### src/rtl/ctint_pkg.sv
// Shared types, constants and register map of the clamped table interpolator.
`timescale 1ns / 1ps
package ctint_pkg;

    localparam int TABLE_DEPTH_DEFAULT = 1024;
    localparam int OUT_DEPTH = 8;

    localparam int TEMP_W = 24;
    localparam int IDX_W  = 10;
    localparam int WORD_W = 32;
    localparam int PADDR_W = 5;
    localparam int PDATA_W = 32;

    // Register indexes, taken from paddr[4:2]
    localparam logic [2:0] REG_T_MIN      = 3'd0;
    localparam logic [2:0] REG_T_MAX      = 3'd1;
    localparam logic [2:0] REG_STEP       = 3'd2;
    localparam logic [2:0] REG_INV_STEP   = 3'd3;
    localparam logic [2:0] REG_INDEX_LOW  = 3'd4;
    localparam logic [2:0] REG_INDEX_HIGH = 3'd5;

    localparam logic       ACT_LOAD = 1'b0;
    localparam logic       ACT_EVAL = 1'b1;

    typedef struct packed {
        logic [TEMP_W-1:0] t_min;
        logic [TEMP_W-1:0] t_max;
        logic [TEMP_W-1:0] inv_step;
        logic [IDX_W-1:0]  index_low;
        logic [IDX_W-1:0]  index_high;
    } cfg_t;

    typedef struct packed {
        logic signed [WORD_W-1:0] value;
        logic                     below_range;
        logic                     above_range;
    } res_t;

endpackage

### src/rtl/ctint_fifo.sv
// Result queue that decouples the pipeline from output backpressure.
`timescale 1ns / 1ps
module ctint_fifo #(
    parameter int DEPTH = ctint_pkg::OUT_DEPTH
) (
    input  logic              clk,
    input  logic              rst_n,
    input  logic              push,
    input  ctint_pkg::res_t   push_data,
    input  logic              pop,
    output logic              head_valid,
    output ctint_pkg::res_t   head_data
);
    import ctint_pkg::*;

    localparam int PW = $clog2(DEPTH);
    localparam int CW = $clog2(DEPTH + 1);

    res_t          mem_reg [DEPTH];
    logic [PW-1:0] wr_ptr_reg, wr_ptr_next;
    logic [PW-1:0] rd_ptr_reg, rd_ptr_next;
    logic [CW-1:0] count_reg, count_next;

    always_comb
    begin
        wr_ptr_next = wr_ptr_reg;
        rd_ptr_next = rd_ptr_reg;
        count_next  = count_reg;
        if (push)
        begin
            wr_ptr_next = (wr_ptr_reg == PW'(DEPTH - 1)) ? '0 : wr_ptr_reg + PW'(1);
        end
        if (pop)
        begin
            rd_ptr_next = (rd_ptr_reg == PW'(DEPTH - 1)) ? '0 : rd_ptr_reg + PW'(1);
        end
        if (push && !pop)
        begin
            count_next = count_reg + CW'(1);
        end
        else if (pop && !push)
        begin
            count_next = count_reg - CW'(1);
        end
    end

    always_ff @(posedge clk or negedge rst_n)
    begin
        if (!rst_n)
        begin
            wr_ptr_reg <= '0;
            rd_ptr_reg <= '0;
            count_reg  <= '0;
        end
        else
        begin
            wr_ptr_reg <= wr_ptr_next;
            rd_ptr_reg <= rd_ptr_next;
            count_reg  <= count_next;
        end
    end

    always_ff @(posedge clk)
    begin
        if (push)
        begin
            mem_reg[wr_ptr_reg] <= push_data;
        end
    end

    assign head_valid = (count_reg != '0);
    assign head_data  = mem_reg[rd_ptr_reg];

endmodule

### config.mk
export PLATFORM = sky130hd
export DESIGN_NAME = ctint_fifo
export DESIGN_NICKNAME = d
export VERILOG_FILES = /design/src/rtl/ctint_pkg.sv /design/src/rtl/ctint_fifo.sv
export SDC_FILE = /design/constraint.sdc
export NUM_CORES = 1
export LEC_CHECK = 0
export CORE_MARGIN = 8
export CORE_UTILIZATION = 35
export DETAILED_ROUTE_END_ITERATION = 8
export DONT_BUFFER_PORTS = 1
export HOLD_SLACK_MARGIN = 0.03
export SYNTH_ARGS = -nofsm -noshare
export SYNTH_HDL_FRONTEND = slang
export SYNTH_SLANG_ARGS = --single-unit
export TNS_END_PERCENT = 5
### constraint.sdc
create_clock -name clk -period 4.42 [get_ports clk]
set_clock_uncertainty 0.2 [all_clocks]
set_input_delay 0.221 -clock clk [delete_from_list [all_inputs] [get_ports clk]]
set_output_delay 0.221 -clock clk [all_outputs]
set_load 0.01 [all_outputs]
**Word level (Yosys, flattened, before mapping)**

Memory sizes are Yosys's and may differ from the RTL's.
Cells that the tools add are included.

- Multiplexer cells: 6
- Reduce and logical (&&, ||, !) cells: 6
- Add/subtract/negate cells: 4
- Eq/ne operators: 2

Operator list:

| kind | count |
|---|---|
| 4-bit 2-to-1 mux | 2 |
| 3-bit by 1-bit adder with 3-bit output (second input constant) | 2 |
| 3-bit == test (second input constant) | 2 |
| 3-bit 2-to-1 mux | 2 |
| 4-bit by 1-bit adder with 4-bit output (second input constant) | 1 |
| 4-bit nonzero test | 1 |
| 4-bit by 1-bit subtractor with 4-bit output (second input constant) | 1 |
| 1-bit logical AND | 2 |
| 1-bit zero test | 2 |
| 1-bit 2-to-1 mux | 2 |
| 2-bit nonzero test | 1 |

- Input port bits: 38
- Register bits: 10
- Memories: 1
- Bits in writable memories: 272
- Output and inout port bits: 35
- Word-level logic and storage cells: 22

Memory list:

| memory | depth | width | read ports | clocked after memory_dff | wr ports | line | source |
|---|---|---|---|---|---|---|---|
| mem_reg | 8 | 34 | 1 | 0 | 1 | ctint_fifo.sv:19 | `res_t mem_reg [DEPTH];` |

**Longest topological paths before layout**

- Depth after elaboration: 4
- Gate-level depth with buffers: 7

**Worst setup path before layout**

No wires, ideal clock.

- Path type: flip-flop to flip-flop
- Start: register wr_ptr_reg[2]
- End: memory mem_reg[0][0] (netlist name) (enable)
- Stages on the path, launching flop included: 3
- Buffers on the path: 0
- Arrival: 2914 ps
- Setup time: 468 ps
- Period minus slack after synthesis: 3582 ps
- Setup slack: 838 ps
- Cells stage by stage: dfrtp_1 nand2b_1 nor3_1

RTL lines:

| item | line | source |
|---|---|---|
| start, declared | ctint_fifo.sv:20 | `logic [PW-1:0] wr_ptr_reg, wr_ptr_next;` |
| start signal, assigned | ctint_fifo.sv:57 | `wr_ptr_reg <= wr_ptr_next;` |
| end, declared | ctint_fifo.sv:19 |  |

Straight into the memory's write port.

==> results.toml <==
[route]
wirelength_um = 22530
wire_per_inst_um = 23.97
num_vias = 4820
drt-pass1-iter-count = 5
drc_errors = 0
via_per_inst = 5.128
antenna_left = 0
dr.first_iter.drc_count = 242

[worst_hold_path]
worstHoldEndpoint = "mem_reg[5][29]"
hold_path.startpoint = "push"
min_path_cells = 2
hold_path.class = "in2reg"

[clocking]
clk_latency_ps = 530
post_cts_resized = 0
cts_tree = "yes"
cts_inserted_buffers = 29
cts_htree_levels = 1
clk_path_buf_depth = 3
cts_sinks = 282
cts-root-buf = "clkbuf_16"
path_clk_slew_ps = 60
post_cts_buffers = 0

[global_route]
grt_max_degree = 72
grt_pass1_vias = 5160
antenna_found_initial = 1
grt_overflow = 0
grtUsageTotal = 0.1172
grt_pass1_wl_um = 33380

[setup_path]
reg2reg_from = "wr_ptr_reg[2]"
reg2reg_depth = 3
criticalPathCategory = "reg2out"
r2r-end = "mem_reg[2][7]"
cp_data_arrival_time_ps = 2870
r2r_slack_ps = 1870
setup.worst_path.start_class = "flip-flop"
critical_path_required_ps = 4000
path_max_fanout = 71
cp-end-kind = "output port"

[power]
swShare = 0.2879
peakVddDrop_uv = 488.6
switchingPower_w = 0.002271
pwr-share-clk = 0.286
power.density_nw_per_um2 = 612.8
p_int_w = 0.005617
p_leak_nw = 4.220
combPwrFrac = 0.229
seq_power_share = 0.485

[cells_and_area]
layout_common_cells = "edfxtp_1, mux4_1, mux2_2, dlygate4sd3_1, clkbuf_16"
final_common_cell = "edfxtp_1"
drive_gt1_frac = 0.1881
syn_to_final_growth_pct = 15.83
nets = 563
largest_reg_flops = 272
fin_util = 0.4100

[floorplanning]
core_sq_um = 31390
initial_core_util = 0.3540
die_x_um = 194.2
ios = 73
die_h_um = 194.2
row_count = 65
dieArea_sq_um = 37710

[sta]
tightest_slew_ps = 1217
fin_tns_setup_ps = 0
slew_headroom = 0.1884
slew_viol_final = 0
period_share = 0.7442
setup_viol = 0
fin_crit_ps = 3289
timing.fmax_mhz = 304.0
hold_viol_final = 0
rsz0062_at_grt = "false"

[logic_synthesis]
postSynthAreaPerCell_sq_um = 24.21
ys.flop_type = "edfxtp_1"
yosys.area_share.simple = 0.01171
synthCells = 459
synth_edf_count = 272
synth_xor_area_frac = 0.001576
synth_area_sq_um = 11110
synth-async-reset-ratio = 0.03546
synth_fa_ha_area_frac = 0.009683
synth-seq-cells = 282
syn_nets = 505
synth-compound-area-share = 0.004616
yosysWarnings = 0
synth_top_family_by_area = "multiplexers"
synthMuxAreaShare = 0.2009
ys_seq_area_frac = 0.7575
synth_cell_types = 26

[placed_design]
place_hpwl_um = 12650
io_buffers = 0
place.gp.congestion = 0.6614

[flow_run]
max_cap_viol_count = 0

[run_status]
status = "completed"
-- kinds of logic after synthesis --
| logic type | count (synthesis) |
|---|---|
| DFF | 282 |
| AOI/OAI and AO/OA | 8 |
| muxes | 108 |
| xor gates and xnor gates | 2 |
| buffers and inverters | 25 |
| and+or+nand+nor | 26 |
| adders and majority gates | 8 |
-- power groups by stage --
stage | logic, W | clock network [W] | registers [W]
2_1_floorplan | 0.00165 | 0 | 0.00350
3_3_place_gp | 0.00177 | 0 | 0.00388
3_5_place_dp | 0.00181 | 0 | 0.00391
4_1_cts | 0.00187 | 0.00232 | 0.00386
5_1_grt | 0.00196 | 0.00241 | 0.00390
6_report | 0.00181 | 0.00225 | 0.00383
-- synthesized netlist by cell type, types with 2 or more instances --
library cell / n / area, sq um
edfxtp_1: 272 / 8168
mux4_1: 67 / 1760
mux2_2: 39 / 439.2
clkbuf_1: 10 / 37.54
dfrtp_1: 10 / 250.2
buf_6: 8 / 90.09
nor2_1: 8 / 30.03
ha_1: 7 / 87.58
nand2_1: 5 / 18.77
inv_1: 4 / 15.01
nand3b_1: 3 / 22.52
nor3_1: 3 / 15.01
o21ai_0: 3 / 15.01
a21oi_1: 2 / 10.01
buf_2: 2 / 10.01
nand2b_1: 2 / 12.51
nand3_1: 2 / 10.01
o211ai_1: 2 / 15.01
or4_1: 2 / 15.01
xnor2_1: 2 / 17.52
-- worst max path at each step --
| stage | slack (ps) | startpoint | depth (start not counted) | endpoint |
|---|---|---|---|---|
| finish | 1130 | rd_ptr_reg[0] | 2 | head_data[5] |
| global route | 1010 | rd_ptr_reg[0] | 2 | head_data[5] |
| global placement | 1690 | rd_ptr_reg[0] | 2 | head_data[5] |
| detailed placement | 1660 | rd_ptr_reg[0] | 2 | head_data[13] |
| CTS | 1070 | rd_ptr_reg[0] | 2 | head_data[5] |
| floorplan | 840 | wr_ptr_reg[2] | 2 | mem_reg[0][0] |
-- layout make-up --
class                   count  area (sq um)
flip-flops and latches    282          8427
inverters                   4         15.01
diodes                      1         2.502
clock buffers              34         744.5
repair buffers             48         455.4
well taps                 402         503.0
multi-input cells         152          2594
clock inverters            17         131.4
fillers                  2718         18520
-- critical path, cell delays in order (launching register included) --
cell and delay [ps]:
dfrtp_4 1210, mux4_1 720, mux2_2 330
-- stage by stage --
step                hold slack (ps)  instances  area [sq um]  setup slack (ps)  total power (W)
global placement             -274.2        850         11610              1692         0.005652
global route                  153.1        940         12870              1006         0.008260
detailed placement           -274.2        850         11610              1661         0.005722
floorplan                    -274.6        459         11110             838.5         0.005146
CTS                           125.8        939         12870              1067         0.008049
finish                        146.1        940         12870              1131         0.007888
-- repair_timing --
action / in CTS / in global routing
hold buffers: 38 / 0
endpoints found under the setup margin: 0 / 0
hold endpoints to repair: 292 / 0
-- per-layer routing --
layer | global-route usage | routed length (um)
met1 | 0.1380 | 9149
met2 | 0.2084 | 11750
met3 | 0.02864 | 1150
met4 | 0.03706 | 478
met5 | 0 | 0
(Power assumes the default switching activity.)
