### config.mk
export PLATFORM = sky130hd
export DESIGN_NAME = ctint_cfg
export DESIGN_NICKNAME = d
export VERILOG_FILES = /design/src/rtl/ctint_pkg.sv /design/src/rtl/ctint_cfg.sv
export SDC_FILE = /design/constraint.sdc
export NUM_CORES = 1
export LEC_CHECK = 0
export BUFFER_PORTS_ARGS = -buffer_cell sky130_fd_sc_hd__buf_2
export CAP_MARGIN = 30
export CORE_MARGIN = 2
export CORE_UTILIZATION = 40
export CTS_CLUSTER_SIZE = 20
export DETAILED_ROUTE_END_ITERATION = 16
export SLEW_MARGIN = 20
export SYNTH_ARGS = -nofsm -noshare
export SYNTH_HDL_FRONTEND = slang
export SYNTH_SLANG_ARGS = --single-unit
### constraint.sdc
create_clock -name clk -period 1.8 [get_ports clk]
set_clock_uncertainty 0.05 [all_clocks]
set_input_delay 0.27 -clock clk [delete_from_list [all_inputs] [get_ports clk]]
set_output_delay 0.27 -clock clk [all_outputs]
set_load 0.02 [all_outputs]
### src/rtl/ctint_pkg.sv
// Shared types, constants and register map of the clamped table interpolator.
`timescale 1ns / 1ps
package ctint_pkg;

    localparam int TABLE_DEPTH_DEFAULT = 1024;
    localparam int OUT_DEPTH = 8;

    localparam int TEMP_W = 24;
    localparam int IDX_W  = 10;
    localparam int WORD_W = 32;
    localparam int PADDR_W = 5;
    localparam int PDATA_W = 32;

    // Register indexes, taken from paddr[4:2]
    localparam logic [2:0] REG_T_MIN      = 3'd0;
    localparam logic [2:0] REG_T_MAX      = 3'd1;
    localparam logic [2:0] REG_STEP       = 3'd2;
    localparam logic [2:0] REG_INV_STEP   = 3'd3;
    localparam logic [2:0] REG_INDEX_LOW  = 3'd4;
    localparam logic [2:0] REG_INDEX_HIGH = 3'd5;

    localparam logic       ACT_LOAD = 1'b0;
    localparam logic       ACT_EVAL = 1'b1;

    typedef struct packed {
        logic [TEMP_W-1:0] t_min;
        logic [TEMP_W-1:0] t_max;
        logic [TEMP_W-1:0] inv_step;
        logic [IDX_W-1:0]  index_low;
        logic [IDX_W-1:0]  index_high;
    } cfg_t;

    typedef struct packed {
        logic signed [WORD_W-1:0] value;
        logic                     below_range;
        logic                     above_range;
    } res_t;

endpackage

### src/rtl/ctint_cfg.sv
// APB register file holding bounds, reciprocal step and clamp indexes.
`timescale 1ns / 1ps
module ctint_cfg (
    input  logic                            clk,
    input  logic                            rst_n,
    input  logic                            psel,
    input  logic                            penable,
    input  logic                            pwrite,
    input  logic [ctint_pkg::PADDR_W-1:0]   paddr,
    input  logic [ctint_pkg::PDATA_W-1:0]   pwdata,
    output logic [ctint_pkg::PDATA_W-1:0]   prdata,
    output logic                            pready,
    output ctint_pkg::cfg_t                 cfg
);
    import ctint_pkg::*;

    logic [TEMP_W-1:0] t_min_reg;
    logic [TEMP_W-1:0] t_max_reg;
    logic [TEMP_W-1:0] step_reg;
    logic [TEMP_W-1:0] inv_step_reg;
    logic [IDX_W-1:0]  index_low_reg;
    logic [IDX_W-1:0]  index_high_reg;
    logic [2:0]        reg_idx;
    logic              wr_en;

    assign pready  = 1'b1;
    assign reg_idx = paddr[4:2];
    assign wr_en   = psel && penable && pwrite && pready;

    always_ff @(posedge clk or negedge rst_n)
    begin
        if (!rst_n)
        begin
            t_min_reg      <= '0;
            t_max_reg      <= '1;
            step_reg       <= TEMP_W'(65536);
            inv_step_reg   <= TEMP_W'(65536);
            index_low_reg  <= '0;
            index_high_reg <= '1;
        end
        else if (wr_en)
        begin
            case (reg_idx)
                REG_T_MIN:      t_min_reg      <= pwdata[TEMP_W-1:0];
                REG_T_MAX:      t_max_reg      <= pwdata[TEMP_W-1:0];
                REG_STEP:       step_reg       <= pwdata[TEMP_W-1:0];
                REG_INV_STEP:   inv_step_reg   <= pwdata[TEMP_W-1:0];
                REG_INDEX_LOW:  index_low_reg  <= pwdata[IDX_W-1:0];
                REG_INDEX_HIGH: index_high_reg <= pwdata[IDX_W-1:0];
                default:        ;
            endcase
        end
    end

    always_comb
    begin
        case (reg_idx)
            REG_T_MIN:      prdata = PDATA_W'(t_min_reg);
            REG_T_MAX:      prdata = PDATA_W'(t_max_reg);
            REG_STEP:       prdata = PDATA_W'(step_reg);
            REG_INV_STEP:   prdata = PDATA_W'(inv_step_reg);
            REG_INDEX_LOW:  prdata = PDATA_W'(index_low_reg);
            REG_INDEX_HIGH: prdata = PDATA_W'(index_high_reg);
            default:        prdata = '0;
        endcase
    end

    assign cfg.t_min      = t_min_reg;
    assign cfg.t_max      = t_max_reg;
    assign cfg.inv_step   = inv_step_reg;
    assign cfg.index_low  = index_low_reg;
    assign cfg.index_high = index_high_reg;

endmodule

Word-level counts from Yosys, hierarchy flattened
Cells that the tools add are included.

Flip-flop bits (word level): 116. Bits of input ports: 42. Output and inout port bits: 125. Logic and storage cells: 21.

Equal/unequal tests: 5. Mux-type cells: 1. Reductions and logical operators: 9.

Operators by type and width (number): one-hot mux 24 bit (6 select lines) (1); AND reduction 2 bit (6); equality test 3 x 2 -> 1 bit (second input constant) (2); equality test 3 bit (second input constant) (2); equality test 3 x 1 -> 1 bit (second input constant) (1); zero test 3 bit (1); logical AND 1 bit (2).

Logic depth before layout (Yosys ltp)
Gate-level depths: netlist (run 1).

Word-level depth: 3. Depth in mapped cells: 6. Gate-level depth less buffers: 3.

Least setup slack after synthesis (run 1)
No wires, ideal clock.

Kind: input-to-output. Start: input paddr[2] in the netlist's numbering. End: output prdata[1] in the netlist's numbering. Arrival time: 1.496 ns. Slack: -0.016 ns. Cell stages on the path: 6. Buffers on the path: 4. Path through: buf_4 buf_6 buf_4 buf_4 mux2i_1 o221ai_1.

Cells in the longest elaborated chain, start to end: 2.

RTL lines: start, declared (line ctint_cfg.sv:9) `input logic [ctint_pkg::PADDR_W-1:0] paddr,`; equality test 3 bit, or another cell as far along (line ctint_cfg.sv:57) `case (reg_idx)`; one-hot mux 24 bit (6 select lines) * (line ctint_cfg.sv:57); end, declared (line ctint_cfg.sv:11) `output logic [ctint_pkg::PDATA_W-1:0] prdata,`.

Mark *: on every way between the ends. The rest lies on a longest branch, timed or not.

Worst setup path in the final report (run 1)
Start: register t_min_reg[8]. End: output prdata[8] in the netlist's numbering.

Cells in the longest elaborated chain, start to end: 1.

RTL lines: start, declared (line ctint_cfg.sv:17) `logic [TEMP_W-1:0] t_min_reg;`; start signal, assigned (line ctint_cfg.sv:44) `REG_T_MIN: t_min_reg <= pwdata[TEMP_W-1:0];`; one-hot mux 24 bit (6 select lines) (line ctint_cfg.sv:57).

No other way between the ends.

==> results by group, run 1 <==
STA
  – Post-route setup TNS: -0.9725 ns
  – Fmax: 522.9 MHz
  – Tcrit/Tclk final: 1.062
  – Unrepaired setup endpoints after global routing: true
  – Minimum clock period: 1.912 ns
  – Pins Over Slew Limit: 0
  – Slew Limit Headroom: 0.5779
  – Hold Vio Cnt, Final: 0
  – # setup viols final: 22
  – Final worst slack: -0.1125 ns
  – Tightest Pin Transition: 0.6332 ns
  – Final Hold Slack: 0.07457 ns

Place
  – Port buffer count: 147
  – Placer Congestion: 0.7772
  – Placed Instance Area: 6678 µm²
  – Hpwl dp: 9365 µm

Setup path
  – CP arrival: 1.59 ns
  – Worst Setup End Kind: primary output
  – WS Path Type: flip-flop to primary output
  – CP Launch Type: flip-flop
  – CP required: 1.48 ns
  – Max Fanout on Critical Path: 3

Detailed routing
  – DR vias: 3855
  – Final WL: 13960 µm
  – Initial DRC Count: 168
  – Residual DRC: 0
  – Routed len/inst: 18.17 µm
  – Via/cell ratio: 5.020
  – Post-DRT Antenna Nets: 0
  – TritonRoute pass-1 iters: 4

Final layout
  – Area of the multi-input gates: 2505 µm²
  – Synth-to-Final Area Change: 42.89%
  – Most frequent cells in the layout: 123 x buf_2, 97 x mux2_2, 80 x dfrtp_1
  – FILL cells: 1101
  – # nets final: 621
  – Fraction of layout cells with a size suffix above 1: 0.7703
  – Seq. cell area: 2948 µm²
  – Fin util: 0.5903
  – Final Instance Area: 7879 µm²
  – Ant diodes: 0
  – Commonest non-fill, non-tap cell in the layout: buf_2

Die
  – DIE WIDTH: 121.4 µm
  – I/O pins: 167
  – DIE AREA: 14740 µm²
  – Rows: 42
  – Die H: 121.4 µm
  – Starting Density: 0.4131
  – Core area: 13350 µm²

Power and ir drop
  – Worst IR Drop VDD: 0.5674 mV
  – PD cells: 1268 nW/µm²
  – Leakage: 0.003869 µW

Global route
  – First-pass GRT wire length: 21850 µm
  – Number of global-route vias before repair: 4050
  – Initial antenna violation count: 1
  – Grt ovf: 0
  – GRT Total Usage: 0.1989
  – Largest net degree at the start of global routing: 117

Clock network
  – Clk_lat worst skew: 0.41 ns
  – Reg clk slew, reported paths: 0.06 ns
  – CTS H-tree depth: 4
  – CTS tree: built
  – TritonCTS sink count: 116
  – Root Driver: clkbuf_16
  – Clock tree buffer depth: 2
  – Cts bufs inserted: 17

Yosys
  – Synth Area in XOR/XNOR: 0
  – Seq cells post-synth: 116
  – Synthesized area: 5514 µm²
  – Post-synthesis simple-gate area fraction: 0.04629
  – Largest family of logic cells by synthesized area: multiplexers
  – Synth Warn #: 0
  – Sequential fraction of the synthesis area: 0.5346
  – Cells after synthesis: 363
  – Syn Area/Cell: 15.19 µm²
  – Synth unique cells: 31
  – Adder-Cell Fraction of Synth Area: 0
  – Compound-Gate Fraction of Synth Area: 0.02882
  – Mux cell area share after synthesis: 0.3504

Job
  – Max-Cap Viols: 0

Min path
  – Worst min-delay path class: input port to flip-flop

Status
  – Violated checks: setup timing
  – Status: finished with violations
-- cell families after synthesis --
group	after synthesis
compound gates	21
buf+inv	32
flops	116
mux	153
other cells	2
simple gates	39
-- cell type report --
| class | count | share of cell area |
|---|---|---|
| clock buffers | 18 | 0.05574 |
| clock inverters | 14 | 0.02652 |
| inverters | 1 | 0.0004764 |
| multi-input cells | 222 | 0.3179 |
| flip-flops and latches | 116 | 0.3741 |
| well taps | 176 | 0.02795 |
| repair buffers | 221 | 0.1972 |
-- layer usage --
metal,track usage,share of wire
met1,0.2565,0.45
met2,0.3164,0.48
met3,0.06015,0.059
met4,0.07399,0.014
met5,0,0.00093
-- synthesized netlist by cell type, drive strengths merged --
| cell | count | area share |
|---|---|---|
| nand3 | 2 | 0.0018 |
| dfstp | 36 | 0.17 |
| nand4 | 1 | 0.0011 |
| and2 | 14 | 0.016 |
| nand2 | 2 | 0.0014 |
| nor3 | 1 | 0.0018 |
| nand2b | 2 | 0.0023 |
| clkbuf | 4 | 0.0027 |
| mux2i | 19 | 0.034 |
| a21oi | 6 | 0.0054 |
| dfrtp | 80 | 0.36 |
| o221ai | 5 | 0.0079 |
| nand4b | 1 | 0.0043 |
| a311o | 4 | 0.0073 |
| a31oi | 1 | 0.0011 |
| inv | 1 | 0.00068 |
| a211oi | 4 | 0.0054 |
| mux2 | 120 | 0.26 |
| or3 | 4 | 0.0045 |
| nor2b | 1 | 0.0011 |
| buf | 27 | 0.035 |
| nor2 | 9 | 0.0089 |
| a221oi | 1 | 0.0016 |
| mux4 | 14 | 0.057 |
| conb | 2 | 0.0014 |
| and3b | 2 | 0.0032 |
-- per-stage QoR --
step,power [µW],cells,worst slack [ns]
detailed placement,5935,692,-0.1043
finish,9991,768,-0.1125
CTS,10040,762,-0.1118
global route,10450,768,-0.1958
floorplan,5087,370,0.02738
global placement,5870,692,-0.07022
-- path summary, 6_finish.rpt --
kind | slack [ns] | to | cells after the start | startpoint
max in group asynchronous | 0.80 | index_low_reg[7] | 3 | rst_n
setup / recovery | -0.11 | prdata[8] | 4 | t_min_reg[8]
min in group asynchronous | 0.42 | t_min_reg[13] | 3 | rst_n
setup reg to reg | 0.76 | inv_step_reg[20] | 3 | inv_step_reg[20]
hold / removal | 0.07 | t_min_reg[21] | 2 | pwdata[21]
hold reg to reg | 0.45 | step_reg[17] | 1 | step_reg[17]
-- report_power, final --
part / internal, µW / total (µW) / switching, µW
combinational: 1390 / 2750 / 1360
clock: 2480 / 3680 / 1200
sequential: 3240 / 3560 / 319
-- what timing repair did --
action,in CTS,in global routing
resized for setup,64,5
cloned,0,0
hold buffers,1,0
endpoints found under the hold margin,80,0
pin swaps,26,5
setup endpoints to repair,24,24
buffers inserted,37,6
-- worst max-delay path: stages, from the launching register on --
cell      delay, ns
dfrtp_1        0.40
mux2_2         0.28
a221oi_2       0.24
a31oi_1        0.09
buf_2          0.18
(Power assumes the default switching activity.)
==> run 2, diff against run 1 <==
--- a/config.mk
+++ b/config.mk
@@ -11,6 +11,7 @@
 export CORE_UTILIZATION = 40
 export CTS_CLUSTER_SIZE = 20
 export DETAILED_ROUTE_END_ITERATION = 16
+export SETUP_SLACK_MARGIN = 0.15
 export SLEW_MARGIN = 20
 export SYNTH_ARGS = -nofsm -noshare
 export SYNTH_HDL_FRONTEND = slang
==> results by group, run 2 (synthesis results as in run 1) <==
Detailed routing
  – Top sig layer: met4
  – Routed len/inst: 18.73 µm
  – TritonRoute pass-1 iters: 4
  – Post-DRT Antenna Nets: 0
  – Initial DRC Count: 164
  – Wire length on met2: 6994 µm
  – DR vias: 3898
  – Residual DRC: 0
  – Via/cell ratio: 5.069
  – Met3 wire len: 800 µm
  – Met1 WL: 6377 µm
  – Final WL: 14410 µm

STA
  – # setup viols final: 22
  – Minimum clock period: 1.914 ns
  – Fmax: 522.4 MHz
  – Final worst slack: -0.1143 ns
  – Hold Vio Cnt, Final: 0
  – Pins Over Slew Limit: 0
  – Unrepaired setup endpoints after global routing: true
  – Tcrit/Tclk final: 1.063

Final layout
  – Area of the multi-input gates: 2515 µm²
  – Synth-to-Final Area Change: 42.39%
  – Fin util: 0.5882
  – Fraction of layout cells with a size suffix above 1: 0.7673
  – Ant diodes: 0
  – # nets final: 622
  – Commonest non-fill, non-tap cell in the layout: buf_2
  – Most frequent cells in the layout: 122 x buf_2, 99 x mux2_2, 80 x dfrtp_1
  – FILL cells: 1143
  – Final Instance Area: 7851 µm²
  – Seq. cell area: 2948 µm²

Global route
  – Initial antenna violation count: 0
  – First-pass GRT wire length: 22500 µm
  – Largest net degree at the start of global routing: 40
  – GRT Total Usage: 0.2065
  – Grt ovf: 0
  – Number of global-route vias before repair: 4080

Setup path
  – CP Launch Type: flip-flop
  – Worst Setup End Kind: primary output
  – CP required: 1.48 ns
  – WS Path Type: flip-flop to primary output
  – CP arrival: 1.59 ns
  – Max Fanout on Critical Path: 2

Clock network
  – Cts bufs inserted: 17
  – Root Driver: clkbuf_16
  – CTS tree: built
  – CTS H-tree depth: 4
  – Clock tree buffer depth: 2
  – Clk_lat worst skew: 0.41 ns
  – TritonCTS sink count: 116
  – Reg clk slew, reported paths: 0.05 ns

Die
  – DIE AREA: 14740 µm²
  – Rows: 42
  – Core area: 13350 µm²
  – I/O pins: 167
  – Die H: 121.4 µm
  – Starting Density: 0.4131
  – DIE WIDTH: 121.4 µm

Place
  – Placed Instance Area: 6661 µm²
  – Placer Congestion: 0.7575
  – Port buffer count: 147
  – Hpwl dp: 9793 µm

Min path
  – Worst min-delay path class: input port to flip-flop

Status
  – Violated checks: setup timing
  – Status: finished with violations

Power and ir drop
  – Leakage: 0.003863 µW
  – Design Power: 9997 µW
  – PD cells: 1273 nW/µm²
  – Worst IR Drop VDD: 0.6835 mV

Job
  – Max-Cap Viols: 0
==> run 2: changes by cell type in the layout (fill, tap and decap cells not counted), sizes merged <==
cell,delta
clkinv,-1
buf,+1
clkbuf,+4
clkinvlp,-3
==> run 2: final timing paths <==
check                                    from  depth (start not counted)                to  slack, ns
worst max-delay path             t_max_reg[1]                          4         prdata[1]      -0.11
worst min-delay path               pwdata[13]                          2     t_min_reg[13]       0.08
worst max register to register  t_min_reg[13]                          3     t_min_reg[13]       0.75
worst min register to register   step_reg[22]                          1      step_reg[22]       0.45
max in group asynchronous               rst_n                          3     t_max_reg[11]       0.75
min in group asynchronous               rst_n                          2  inv_step_reg[23]       0.29
==> run 2: area by class of cell <==
class / instances / share of cell area
flip-flops and latches: 116 / 0.3755
clock inverters: 10 / 0.02263
well taps: 176 / 0.02805
multi-input cells: 222 / 0.3203
inverters: 1 / 0.0004781
clock buffers: 22 / 0.05912
repair buffers: 222 / 0.1939
==> run 2: power by group <==
part           internal [µW]  switching, µW
clock network           2520           1150
logic                   1380           1370
registers               3240            340
==> run 2: metrics by stage <==
stage	TNS (ns)	setup slack, ns	hold slack, ns	cells
6_report	-1.242	-0.1143	0.08318	769
3_3_place_gp	-0.4860	-0.04482	0.1770	694
3_5_place_dp	-1.003	-0.08618	0.1845	694
5_1_grt	-2.459	-0.1800	0.07813	769
2_1_floorplan	0	0.1527	-0.07559	370
4_1_cts	-1.797	-0.1357	0.06403	764
==> run 2: repair_timing <==
action | 4_1_cts | 5_1_grt
resized for setup | 62 | 6
cloned | 0 | 0
hold buffers | 1 | 0
endpoints found under the hold margin | 19 | 0
buffers inserted | 37 | 5
setup endpoints to repair | 24 | 24
pin swaps | 17 | 4
==> run 2: routing by layer <==
metal	vias to the layer above	GRT usage
met5	-	0
met4	0	0.07471
met3	18	0.05451
met1	1989	0.2734
li1	1768	-
met2	123	0.3276
==> run 2: critical path: stages, from the launching register on <==
cell and delay, ns:
dfstp_2 0.53, mux2i_1 0.06, or3_1 0.34, o221ai_2 0.08, buf_4 0.17
==> run 3, diff against run 2 <==
--- a/config.mk
+++ b/config.mk
@@ -12,6 +12,7 @@
 export CTS_CLUSTER_SIZE = 20
 export DETAILED_ROUTE_END_ITERATION = 16
 export SETUP_SLACK_MARGIN = 0.15
+export SKIP_CTS_REPAIR_TIMING = 1
 export SLEW_MARGIN = 20
 export SYNTH_ARGS = -nofsm -noshare
 export SYNTH_HDL_FRONTEND = slang
==> results by group, run 3 (synthesis results as in run 1) <==
Status
  – Status: finished with violations
  – Violated checks: setup timing

STA
  – Pins Over Slew Limit: 0
  – Unrepaired setup endpoints after global routing: true
  – Tcrit/Tclk final: 1.078
  – Final worst slack: -0.1411 ns
  – # setup viols final: 23
  – Minimum clock period: 1.941 ns
  – Fmax: 515.2 MHz
  – Hold Vio Cnt, Final: 0
  – Final Hold Slack: 0.08551 ns

Place
  – DP Worst Slack: -0.08618 ns
  – Port buffer count: 147
  – Hpwl dp: 9793 µm
  – Placed Instance Area: 6661 µm²
  – Placer Congestion: 0.7575

Final layout
  – Area of the multi-input gates: 2509 µm²
  – Fraction of layout cells with a size suffix above 1: 0.7662
  – Final Instance Area: 7789 µm²
  – FILL cells: 1158
  – # nets final: 615
  – Commonest non-fill, non-tap cell in the layout: buf_2
  – Fin util: 0.5835
  – Most frequent cells in the layout: 122 x buf_2, 99 x mux2_2, 80 x dfrtp_1
  – Ant diodes: 0
  – Synth-to-Final Area Change: 41.25%
  – Seq. cell area: 2948 µm²

Clock network
  – Clk_lat worst skew: 0.41 ns
  – Cts bufs inserted: 17
  – Reg clk slew, reported paths: 0.05 ns
  – CTS H-tree depth: 4
  – TritonCTS sink count: 116
  – Root Driver: clkbuf_16
  – Clock tree buffer depth: 2
  – CTS tree: built

Power and ir drop
  – Design Power: 9935 µW
  – PD cells: 1276 nW/µm²
  – Leakage: 0.003824 µW
  – Worst IR Drop VDD: 0.6721 mV

Job
  – Max-Cap Viols: 0

Die
  – I/O pins: 167
  – Core area: 13350 µm²
  – DIE WIDTH: 121.4 µm
  – Rows: 42
  – DIE AREA: 14740 µm²
  – Starting Density: 0.4131
  – Die H: 121.4 µm

Global route
  – Grt ovf: 0
  – Number of global-route vias before repair: 3899
  – First-pass GRT wire length: 21620 µm
  – Initial antenna violation count: 0
  – GRT Total Usage: 0.1987
  – Largest net degree at the start of global routing: 40

Setup path
  – Reg-to-Reg End: t_min_reg[18]
  – CP Launch Type: flip-flop
  – Slowest cell on crit path: dfstp_2
  – FF-to-FF Start: t_min_reg[18]
  – FF-to-FF path depth: 2
  – Max Fanout on Critical Path: 3
  – Crit path buffers/inverters: 1
  – WS Path Type: flip-flop to primary output
  – R2R Setup Slk: 0.85 ns
  – CP arrival: 1.62 ns
  – Crit-path cells: mux2i_1 > or3_1 > o221ai_2 > buf_4
  – Top cell family by delay on the critical path: flip-flops
  – Worst path max stage delay: 0.55 ns
  – CP required: 1.48 ns
  – Worst Setup End Kind: primary output

Detailed routing
  – TritonRoute pass-1 iters: 4
  – Final WL: 14280 µm
  – Via/cell ratio: 5.068
  – Post-DRT Antenna Nets: 0
  – Residual DRC: 0
  – DR vias: 3862
  – Routed len/inst: 18.74 µm
  – Initial DRC Count: 160

Min path
  – Worst min-delay path class: input port to flip-flop
  – Hold Path End: t_min_reg[13]
  – HP Start: pwdata[13]
  – Hold path cells: 2
[run 3: changes by cell type in the layout (fill, tap and decap cells not counted), sizes merged]
cell	previous run	this run
buf	221	214
[run 3: layout make-up]
type	instances	area share
inverter	1	0.0004819
clock inverter	10	0.02281
multi-input combinational	222	0.3221
timing repair buffer	215	0.1883
clock buffer	22	0.05960
tap	176	0.02827
sequential	116	0.3785
[run 3: metrics by stage]
step           std cells  setup TNS, ns
6_report             762         -1.459
5_1_grt              762         -2.756
4_1_cts              726         -3.101
3_5_place_dp         694         -1.003
3_3_place_gp         694        -0.4860
2_1_floorplan        370              0
[run 3: worst max path at each step]
stage               cells after the start               from             to  slack (ns)
floorplan                               6           paddr[2]      prdata[0]        0.15
global placement                        5           paddr[2]  t_max_reg[18]       -0.04
detailed placement                      5           paddr[2]  t_max_reg[21]       -0.09
CTS                                     4  index_high_reg[0]      prdata[0]       -0.18
global route                            4       t_max_reg[1]      prdata[1]       -0.21
finish                                  4       t_max_reg[1]      prdata[1]       -0.14
[run 3: power breakdown]
part	switching [µW]	leakage, µW	internal [µW]	total, µW
clock	1140	0.000314	2520	3660
combinational	1330	0.00211	1340	2670
sequential	365	0.00140	3240	3610
total	2830	0.00382	7100	9940
[run 3: layer usage]
| metal | GRT usage | wire length [µm] |
|---|---|---|
| met1 | 0.2670 | 6435 |
| met2 | 0.3097 | 6850 |
| met3 | 0.05310 | 765 |
| met4 | 0.07256 | 230 |
| met5 | 0 | 0 |
